[src/hvn_pkg.sv]
package hvn_pkg;

    localparam int unsigned CoordW  = 32;
    localparam int unsigned ClampW  = 8;
    localparam int unsigned CellW   = 4;
    localparam int unsigned CornerW = 5;
    localparam int unsigned NoiseW  = 4;
    localparam int unsigned HashW   = 32;
    localparam int unsigned HeightW = 7;
    localparam int unsigned RowW    = 8;
    localparam int unsigned SumW    = 12;

    localparam logic [HashW-1:0]   MulX       = 32'h9e37_79b9;
    localparam logic [HashW-1:0]   MulZ       = 32'h85eb_ca6b;
    localparam logic [HashW-1:0]   MixA       = 32'h7feb_352d;
    localparam logic [HashW-1:0]   MixB       = 32'h846c_a68b;
    localparam logic [HeightW-1:0] HeightBase = 7'd58;
    localparam logic [SumW-1:0]    BlendRound = 12'd128;
    localparam logic [ClampW-1:0]  ClampMax   = 8'd255;

    typedef struct packed {
        logic s1;
        logic s2;
        logic s3;
        logic s4;
        logic s5;
    } t_hvn_en;

endpackage

[src/hashed_value_noise_height.sv]
// Throughput: one transaction per cycle while i_stall is low; five register
// stages (corner hash input, two multiply rounds, row blend, column blend)
// each hold one item.
// A stage loads whenever it is empty or its successor moves.
// Reset (synchronous, i_rst_n low) clears all stage valid bits and sets the seed to 0.
module hashed_value_noise_height (
    input  logic                               i_clk,
    input  logic                               i_rst_n,
    input  logic                               i_seed_we,
    input  logic [hvn_pkg::HashW-1:0]          i_seed_wdata,
    input  logic                               i_valid,
    output logic                               o_stall,
    input  logic signed [hvn_pkg::CoordW-1:0]  i_coord_x,
    input  logic signed [hvn_pkg::CoordW-1:0]  i_coord_z,
    output logic                               o_valid,
    input  logic                               i_stall,
    output logic [hvn_pkg::HeightW-1:0]        o_height
);

    logic [hvn_pkg::HashW-1:0]   r_seed;
    logic [5:1]                  r_vld;
    logic [6:1]                  ready;
    logic [5:1]                  vld_in;
    hvn_pkg::t_hvn_en            en;
    logic [hvn_pkg::ClampW-1:0]  cx_clamp;
    logic [hvn_pkg::ClampW-1:0]  cz_clamp;
    logic [hvn_pkg::CornerW-1:0] ax0;
    logic [hvn_pkg::CornerW-1:0] ax1;
    logic [hvn_pkg::CornerW-1:0] bz0;
    logic [hvn_pkg::CornerW-1:0] bz1;
    logic [hvn_pkg::CellW-1:0]   r_lx1;
    logic [hvn_pkg::CellW-1:0]   r_lz1;
    logic [hvn_pkg::CellW-1:0]   r_lx2;
    logic [hvn_pkg::CellW-1:0]   r_lz2;
    logic [hvn_pkg::CellW-1:0]   r_lx3;
    logic [hvn_pkg::CellW-1:0]   r_lz3;
    logic [hvn_pkg::NoiseW-1:0]  h00;
    logic [hvn_pkg::NoiseW-1:0]  h10;
    logic [hvn_pkg::NoiseW-1:0]  h01;
    logic [hvn_pkg::NoiseW-1:0]  h11;

    always_comb begin
        priority if (i_coord_x[hvn_pkg::CoordW-1]) begin
            cx_clamp = '0;
        end else if (|i_coord_x[hvn_pkg::CoordW-2:hvn_pkg::ClampW]) begin
            cx_clamp = hvn_pkg::ClampMax;
        end else begin
            cx_clamp = i_coord_x[hvn_pkg::ClampW-1:0];
        end
        priority if (i_coord_z[hvn_pkg::CoordW-1]) begin
            cz_clamp = '0;
        end else if (|i_coord_z[hvn_pkg::CoordW-2:hvn_pkg::ClampW]) begin
            cz_clamp = hvn_pkg::ClampMax;
        end else begin
            cz_clamp = i_coord_z[hvn_pkg::ClampW-1:0];
        end
    end

    assign ax0 = {1'b0, cx_clamp[hvn_pkg::ClampW-1:hvn_pkg::CellW]};
    assign bz0 = {1'b0, cz_clamp[hvn_pkg::ClampW-1:hvn_pkg::CellW]};
    assign ax1 = ax0 + 5'd1;
    assign bz1 = bz0 + 5'd1;

    // advance a stage when empty or when its successor moves
    always_comb begin
        ready[6] = !i_stall;
        for (int k = 5; k >= 1; k--) begin
            ready[k] = !r_vld[k] || ready[k+1];
        end
    end

    assign vld_in = {r_vld[4:1], i_valid};
    assign en = '{s1: ready[1], s2: ready[2], s3: ready[3], s4: ready[4], s5: ready[5]};

    always_ff @(posedge i_clk) begin
        if (!i_rst_n) begin
            r_seed <= '0;
            r_vld  <= '0;
        end else begin
            if (i_seed_we) begin
                r_seed <= i_seed_wdata;
            end
            for (int k = 1; k <= 5; k++) begin
                if (ready[k]) begin
                    r_vld[k] <= vld_in[k];
                end
            end
        end
    end

    always_ff @(posedge i_clk) begin
        if (en.s1) begin
            r_lx1 <= cx_clamp[hvn_pkg::CellW-1:0];
            r_lz1 <= cz_clamp[hvn_pkg::CellW-1:0];
        end
        if (en.s2) begin
            r_lx2 <= r_lx1;
            r_lz2 <= r_lz1;
        end
        if (en.s3) begin
            r_lx3 <= r_lx2;
            r_lz3 <= r_lz2;
        end
    end

    hvn_hash u_hash00 (
        .i_clk   (i_clk),
        .i_en    (en),
        .i_seed  (r_seed),
        .i_a     (ax0),
        .i_b     (bz0),
        .o_noise (h00)
    );

    hvn_hash u_hash10 (
        .i_clk   (i_clk),
        .i_en    (en),
        .i_seed  (r_seed),
        .i_a     (ax1),
        .i_b     (bz0),
        .o_noise (h10)
    );

    hvn_hash u_hash01 (
        .i_clk   (i_clk),
        .i_en    (en),
        .i_seed  (r_seed),
        .i_a     (ax0),
        .i_b     (bz1),
        .o_noise (h01)
    );

    hvn_hash u_hash11 (
        .i_clk   (i_clk),
        .i_en    (en),
        .i_seed  (r_seed),
        .i_a     (ax1),
        .i_b     (bz1),
        .o_noise (h11)
    );

    hvn_blend u_blend (
        .i_clk    (i_clk),
        .i_en     (en),
        .i_h00    (h00),
        .i_h10    (h10),
        .i_h01    (h01),
        .i_h11    (h11),
        .i_lx     (r_lx3),
        .i_lz     (r_lz3),
        .o_height (o_height)
    );

    assign o_stall = !ready[1];
    assign o_valid = r_vld[5];

    a_height_range: assert property (@(posedge i_clk) disable iff (!i_rst_n)
        o_valid |-> (o_height >= 7'd58 && o_height <= 7'd73))
        else $error("height out of range");

    a_empty_no_stall: assert property (@(posedge i_clk) disable iff (!i_rst_n)
        (r_vld == 5'b0) |-> !o_stall)
        else $error("empty pipeline stalls input");

    a_accept_fills: assert property (@(posedge i_clk) disable iff (!i_rst_n)
        (i_valid && !o_stall) |=> r_vld[1])
        else $error("accepted transaction lost at stage 1");

    a_out_hold: assert property (@(posedge i_clk) disable iff (!i_rst_n)
        (r_vld[4] && o_valid && i_stall) |=> (r_vld[4] && o_valid))
        else $error("stalled item dropped inside pipeline");

endmodule

[src/hvn_hash.sv]
module hvn_hash (
    input  logic                               i_clk,
    input  hvn_pkg::t_hvn_en                   i_en,
    input  logic [hvn_pkg::HashW-1:0]          i_seed,
    input  logic [hvn_pkg::CornerW-1:0]        i_a,
    input  logic [hvn_pkg::CornerW-1:0]        i_b,
    output logic [hvn_pkg::NoiseW-1:0]         o_noise
);

    logic [hvn_pkg::HashW-1:0] a_ext;
    logic [hvn_pkg::HashW-1:0] b_ext;
    logic [hvn_pkg::HashW-1:0] mix0;
    logic [hvn_pkg::HashW-1:0] mix2;
    logic [hvn_pkg::HashW-1:0] n_v1;
    logic [hvn_pkg::HashW-1:0] n_v2;
    logic [hvn_pkg::HashW-1:0] n_v3;
    logic [hvn_pkg::HashW-1:0] r_v1;
    logic [hvn_pkg::HashW-1:0] r_v2;
    logic [hvn_pkg::HashW-1:0] r_v3;

    assign a_ext = {{(hvn_pkg::HashW-hvn_pkg::CornerW){1'b0}}, i_a};
    assign b_ext = {{(hvn_pkg::HashW-hvn_pkg::CornerW){1'b0}}, i_b};
    assign mix0  = i_seed ^ (a_ext * hvn_pkg::MulX) ^ (b_ext * hvn_pkg::MulZ);
    assign n_v1  = mix0 ^ (mix0 >> 16);
    assign n_v2  = r_v1 * hvn_pkg::MixA;
    assign mix2  = r_v2 ^ (r_v2 >> 15);
    assign n_v3  = mix2 * hvn_pkg::MixB;

    always_ff @(posedge i_clk) begin
        if (i_en.s1) begin
            r_v1 <= n_v1;
        end
        if (i_en.s2) begin
            r_v2 <= n_v2;
        end
        if (i_en.s3) begin
            r_v3 <= n_v3;
        end
    end

    // final xor-shift by 16, low bits only
    assign o_noise = r_v3[hvn_pkg::NoiseW-1:0] ^ r_v3[16 +: hvn_pkg::NoiseW];

endmodule

[src/hvn_blend.sv]
module hvn_blend (
    input  logic                               i_clk,
    input  hvn_pkg::t_hvn_en                   i_en,
    input  logic [hvn_pkg::NoiseW-1:0]         i_h00,
    input  logic [hvn_pkg::NoiseW-1:0]         i_h10,
    input  logic [hvn_pkg::NoiseW-1:0]         i_h01,
    input  logic [hvn_pkg::NoiseW-1:0]         i_h11,
    input  logic [hvn_pkg::CellW-1:0]          i_lx,
    input  logic [hvn_pkg::CellW-1:0]          i_lz,
    output logic [hvn_pkg::HeightW-1:0]        o_height
);

    localparam int unsigned RowW = hvn_pkg::RowW;
    localparam int unsigned SumW = hvn_pkg::SumW;

    logic [hvn_pkg::CellW:0]   wx_hi;
    logic [hvn_pkg::CellW:0]   wx_lo;
    logic [hvn_pkg::CellW:0]   wz_hi;
    logic [hvn_pkg::CellW:0]   wz_lo;
    logic [hvn_pkg::RowW-1:0]  n_top;
    logic [hvn_pkg::RowW-1:0]  n_bottom;
    logic [hvn_pkg::RowW-1:0]  r_top;
    logic [hvn_pkg::RowW-1:0]  r_bottom;
    logic [hvn_pkg::CellW-1:0] r_lz;
    logic [hvn_pkg::SumW-1:0]  sum;
    logic [hvn_pkg::HeightW-1:0] n_height;
    logic [hvn_pkg::HeightW-1:0] r_height;

    assign wx_lo = {1'b0, i_lx};
    assign wx_hi = 5'd16 - wx_lo;
    assign n_top    = RowW'(i_h00 * wx_hi) + RowW'(i_h10 * wx_lo);
    assign n_bottom = RowW'(i_h01 * wx_hi) + RowW'(i_h11 * wx_lo);

    assign wz_lo = {1'b0, r_lz};
    assign wz_hi = 5'd16 - wz_lo;
    assign sum = SumW'(r_top * wz_hi) + SumW'(r_bottom * wz_lo) + hvn_pkg::BlendRound;
    assign n_height = hvn_pkg::HeightBase
                    + {{(hvn_pkg::HeightW-4){1'b0}}, sum[SumW-1:SumW-4]};

    always_ff @(posedge i_clk) begin
        if (i_en.s4) begin
            r_top    <= n_top;
            r_bottom <= n_bottom;
            r_lz     <= i_lz;
        end
        if (i_en.s5) begin
            r_height <= n_height;
        end
    end

    assign o_height = r_height;

endmodule
[config.mk]
export PLATFORM = sky130hd
export DESIGN_NAME = hashed_value_noise_height
export DESIGN_NICKNAME = d
export VERILOG_FILES = /design/src/hvn_pkg.sv /design/src/hashed_value_noise_height.sv /design/src/hvn_hash.sv /design/src/hvn_blend.sv
export SDC_FILE = /design/constraint.sdc
export NUM_CORES = 2
export LEC_CHECK = 0
export BUFFER_PORTS_ARGS = -buffer_cell sky130_fd_sc_hd__buf_4
export CELL_PAD_IN_SITES_DETAIL_PLACEMENT = 1
export CELL_PAD_IN_SITES_GLOBAL_PLACEMENT = 1
export CORE_MARGIN = 2
export CORE_UTILIZATION = 58
export DETAILED_ROUTE_END_ITERATION = 7
export GPL_ROUTABILITY_DRIVEN = 1
export PLACE_DENSITY_LB_ADDON = 0.05
export SYNTH_ARGS = -nofsm -noshare
export SYNTH_HDL_FRONTEND = slang
export SYNTH_SLANG_ARGS = --single-unit
[constraint.sdc]
create_clock -name i_clk -period 13.69 [get_ports i_clk]
set_input_delay 0.6845 -clock i_clk [delete_from_list [all_inputs] [get_ports i_clk]]
set_output_delay 0.6845 -clock i_clk [all_outputs]
set_load 0.01 [all_outputs]
==> impl_results.md <==
* Largest net degree at the start of global routing at 72
* FF-to-FF End: u_hash01.r_v2[30]
* Slowest CP cell: edfxtp_1
* Tcrit/Tclk final at 0.571
* Worst setup path endpoint: u_hash01.r_v2[30]
* Wire length per cell at approximately 24 µm
* DR iter-0 viols at just under 3000
* Status: finished, final reports clean
* First-pass GRT wire length at about 340 mm
* Nets at a little under 10000
* FF+latch area at around 11000 µm²
* Synth cell types at 88
* Actual slew at the worst max-slew pin at 1.08 ns
* CTS tree: built
* Fin Setup TNS at 0 ns
* Total Routing Usage GR at 0.346
* Post-synth net total at around 9600
* Hold buffers post-CTS at 0
* Clk slew on worst S/H paths at roughly 0.060 ns
* Diode count at 0
* Worst path max stage delay at 0.89 ns
* Crit-path max FO at 10
* Drt pass-1 iters at 5
* Worst setup SP type: register
* # rows at 130
* Cell area after synthesis at roughly 73000 µm²
* Ys flop type: edfxtp_1
* GRT overflow at 0
* Mapped Avg Cell Area at ~10 µm²
* Starting density of the core at 0.583
* Post-synthesis sequential area ratio at 0.150
* Drt drc at 0
* Initial antenna violation count at 5
* Clk_lat worst skew at approximately 0.67 ns
* Worst setup margin at about 5.9 ns
* Detail Route Antenna Nets at 0
* Die W at between 300 and 400 µm
* CP endpoint kind: register
* Post-CTS sizing at 0
* WP data arrival at a little over 8 ns
* Fin. Hold Viols at 0
* Layout Utilization at 0.620
* Slew Viols, Final at 0
* Yosys synthesis warning count at 0
* Worst path cell trace: ha_1 > inv_1 > fa_1 > inv_1 > ha_1 > inv_1 > fa_1 > fa_1 > inv_1 > fa_1 > fa_1 > inv_1 > fa_1 > inv_1 > ha_1 > a21o_1 > a21o_1 > a21oi_1 > o21ai_0 > a211oi_1 > nor3_1 > a211o_1 > a21oi_1 > xnor2_1
* Final HPWL DP at between 150 and 200 mm
* Area of the multi-input gates at approximately 54000 µm²
* Post-Route WL at 216 mm
* Setup Fix Bufs, Post-CTS at 0
* Worst Reg2Reg Path Length in Cells at 24
* Worst Hold Class: input port to register
* Post-synth EDFFs at between 300 and 400
* FF-to-FF setup slack at 5.88 ns
* I/O pin count at 110
* Yosys reg bits at 376
* Final Setup Violations at 0
* Post-synth top area share at 0.315
* Max_cap viols at 0
* Worst path required time at 14.08 ns
* Layout area overhead at 6.30%
* Clk root buf: clkbuf_16
* CTS Buf Count at 48
* Die height at between 300 and 400 µm
* Port bufs at approximately 110
* H-tree levels at 2
* Fraction of layout cells with a size suffix above 1 at 0.0417
* Vias at just under 50000
* Placement Setup Slack at roughly 5.3 ns
* Vias in the first global route at about 57000
* RSZ-0062 raised after global routing: false
* Fillers at about 14000
* FF-to-FF Start: u_hash01.r_v1[5]
* Hold WS at 0.254 ns
* Period minus WS final at roughly 8 ns
* Max clock buf depth at 3
* Synth area leader: fa_1
* Placeable Area at approximately 130000 µm²
* Critical Path Source: u_hash01.r_v1[5]
* CTS Sinks at 376
* Final setup skew at approximately 0.047 ns
* Post-synthesis async set-or-reset flop share at 0
* Synth Instances at between 7000 and 8000
* Vias per cell at 5.56
* Area contributors post-synth: fa_1, ha_1, edfxtp_1
* Slew headroom at 0.276
* Kind of critical path: register to register
* Total die area at 129000 µm²
* Fmax at around 130 MHz
* Final Wtd Congestion at between 0.9 and 1
registers in the layout (all words and copies together) (netlist names), 8 cells and up:
register	cells
r_seed	32
u_blend.r_bottom	8
u_blend.r_top	8
u_hash00.r_v1	32
u_hash00.r_v2	32
u_hash00.r_v3	8
u_hash01.r_v1	32
u_hash01.r_v2	32
u_hash01.r_v3	8
u_hash10.r_v1	32
u_hash10.r_v2	32
u_hash10.r_v3	8
u_hash11.r_v1	32
u_hash11.r_v2	32
u_hash11.r_v3	8
cell usage after synthesis (37+ instances only):
library cell and count:
and2_1 73, nand2_1 154, nor3_1 41, inv_1 2120
dfxtp_1 37, edfxtp_1 339, fa_1 1149, ha_1 1278
xor2_1 227, nor2b_1 59, a21o_1 125, nor2_1 155
o21ai_0 79, xnor2_1 558, a21oi_1 177
layout by cell type, fill, tap and decap left out, types with 22 or more instances in the layout:
master     instances
xor2_1           227
mux2i_1           36
edfxtp_1         339
clkbuf_16         48
o21a_1            30
and2_1            73
xnor2_2           22
and3_1            22
inv_1           2119
fa_1            1149
nor3_1            41
a21oi_1          177
o21ai_0           79
nor2b_1           59
xnor2_1          558
a21o_1           125
ha_1            1278
dfxtp_1           37
o21bai_1          33
nor2_1           155
nand3_1           35
nand2_1          153
buf_4            136
cells by family after synthesis:
logic type               count (synthesis)  share of synthesized area
AO/OA/AOI/OAI                          612                     0.0580
XOR/XNOR                               809                     0.0996
adder cells (fa/ha/maj)               2427                      0.534
buffers and inverters                 2156                      0.111
flip-flops                             376                      0.150
multiplexers                            37                    0.00509
AND/OR/NAND/NOR                        631                     0.0429
critical path, delay by kind of cell (launching register included):
family / cells / cell delay, ns
AO/OA/AOI/OAI: 7 / 2.09
XOR/XNOR: 1 / 0.10
adder cells (fa/ha/maj): 9 / 3.76
buffers and inverters: 6 / 0.41
flip-flops: 1 / 0.89
AND/OR/NAND/NOR: 1 / 0.25
per-layer routing:
| metal | wire (µm) | up-vias | share of wire | GRT usage |
|---|---|---|---|---|
| li1 | - | 22100 | - | - |
| met1 | 92800 | 25700 | 0.43 | 0.467 |
| met2 | 104000 | 1308 | 0.48 | 0.586 |
| met3 | 12200 | 316 | 0.056 | 0.0424 |
| met4 | 7250 | 6 | 0.034 | 0.103 |
| met5 | 42 | - | 0.00019 | 0 |
layout make-up:
class                           instances  area share
Clock inverter                         35     0.00525
Timing Repair Buffer                  136      0.0131
Tap cell                             1650      0.0266
Multi-Input combinational cell       4516       0.696
Clock buffer                           54      0.0159
Inverter                             2121       0.103
Sequential cell                       376       0.141
through the flow:
step | area (µm²) | instances
final | 77600 | 8888
after global routing | 77600 | 8888
after CTS | 77600 | 8888
after detailed placement | 76000 | 8799
after global placement | 76000 | 8799
after floorplan | 73000 | 7048
how the worst min path moves through the flow:
stage	start	end	slack [ns]	depth (start not counted)
2_1_floorplan	r_lx1[0]	r_lx2[0]	0.40	0
3_3_place_gp	r_lz3[2]	u_blend.r_lz[2]	0.40	0
3_5_place_dp	r_lz1[2]	r_lz2[2]	0.41	0
4_1_cts	i_valid	r_vld[1]	0.22	2
5_1_grt	i_valid	r_vld[1]	0.26	2
6_report	i_valid	r_vld[1]	0.25	2
Power is left out: the tool's default activity adds up to more than one toggle a clock period on the data nets, which glitch-free logic cannot reach.
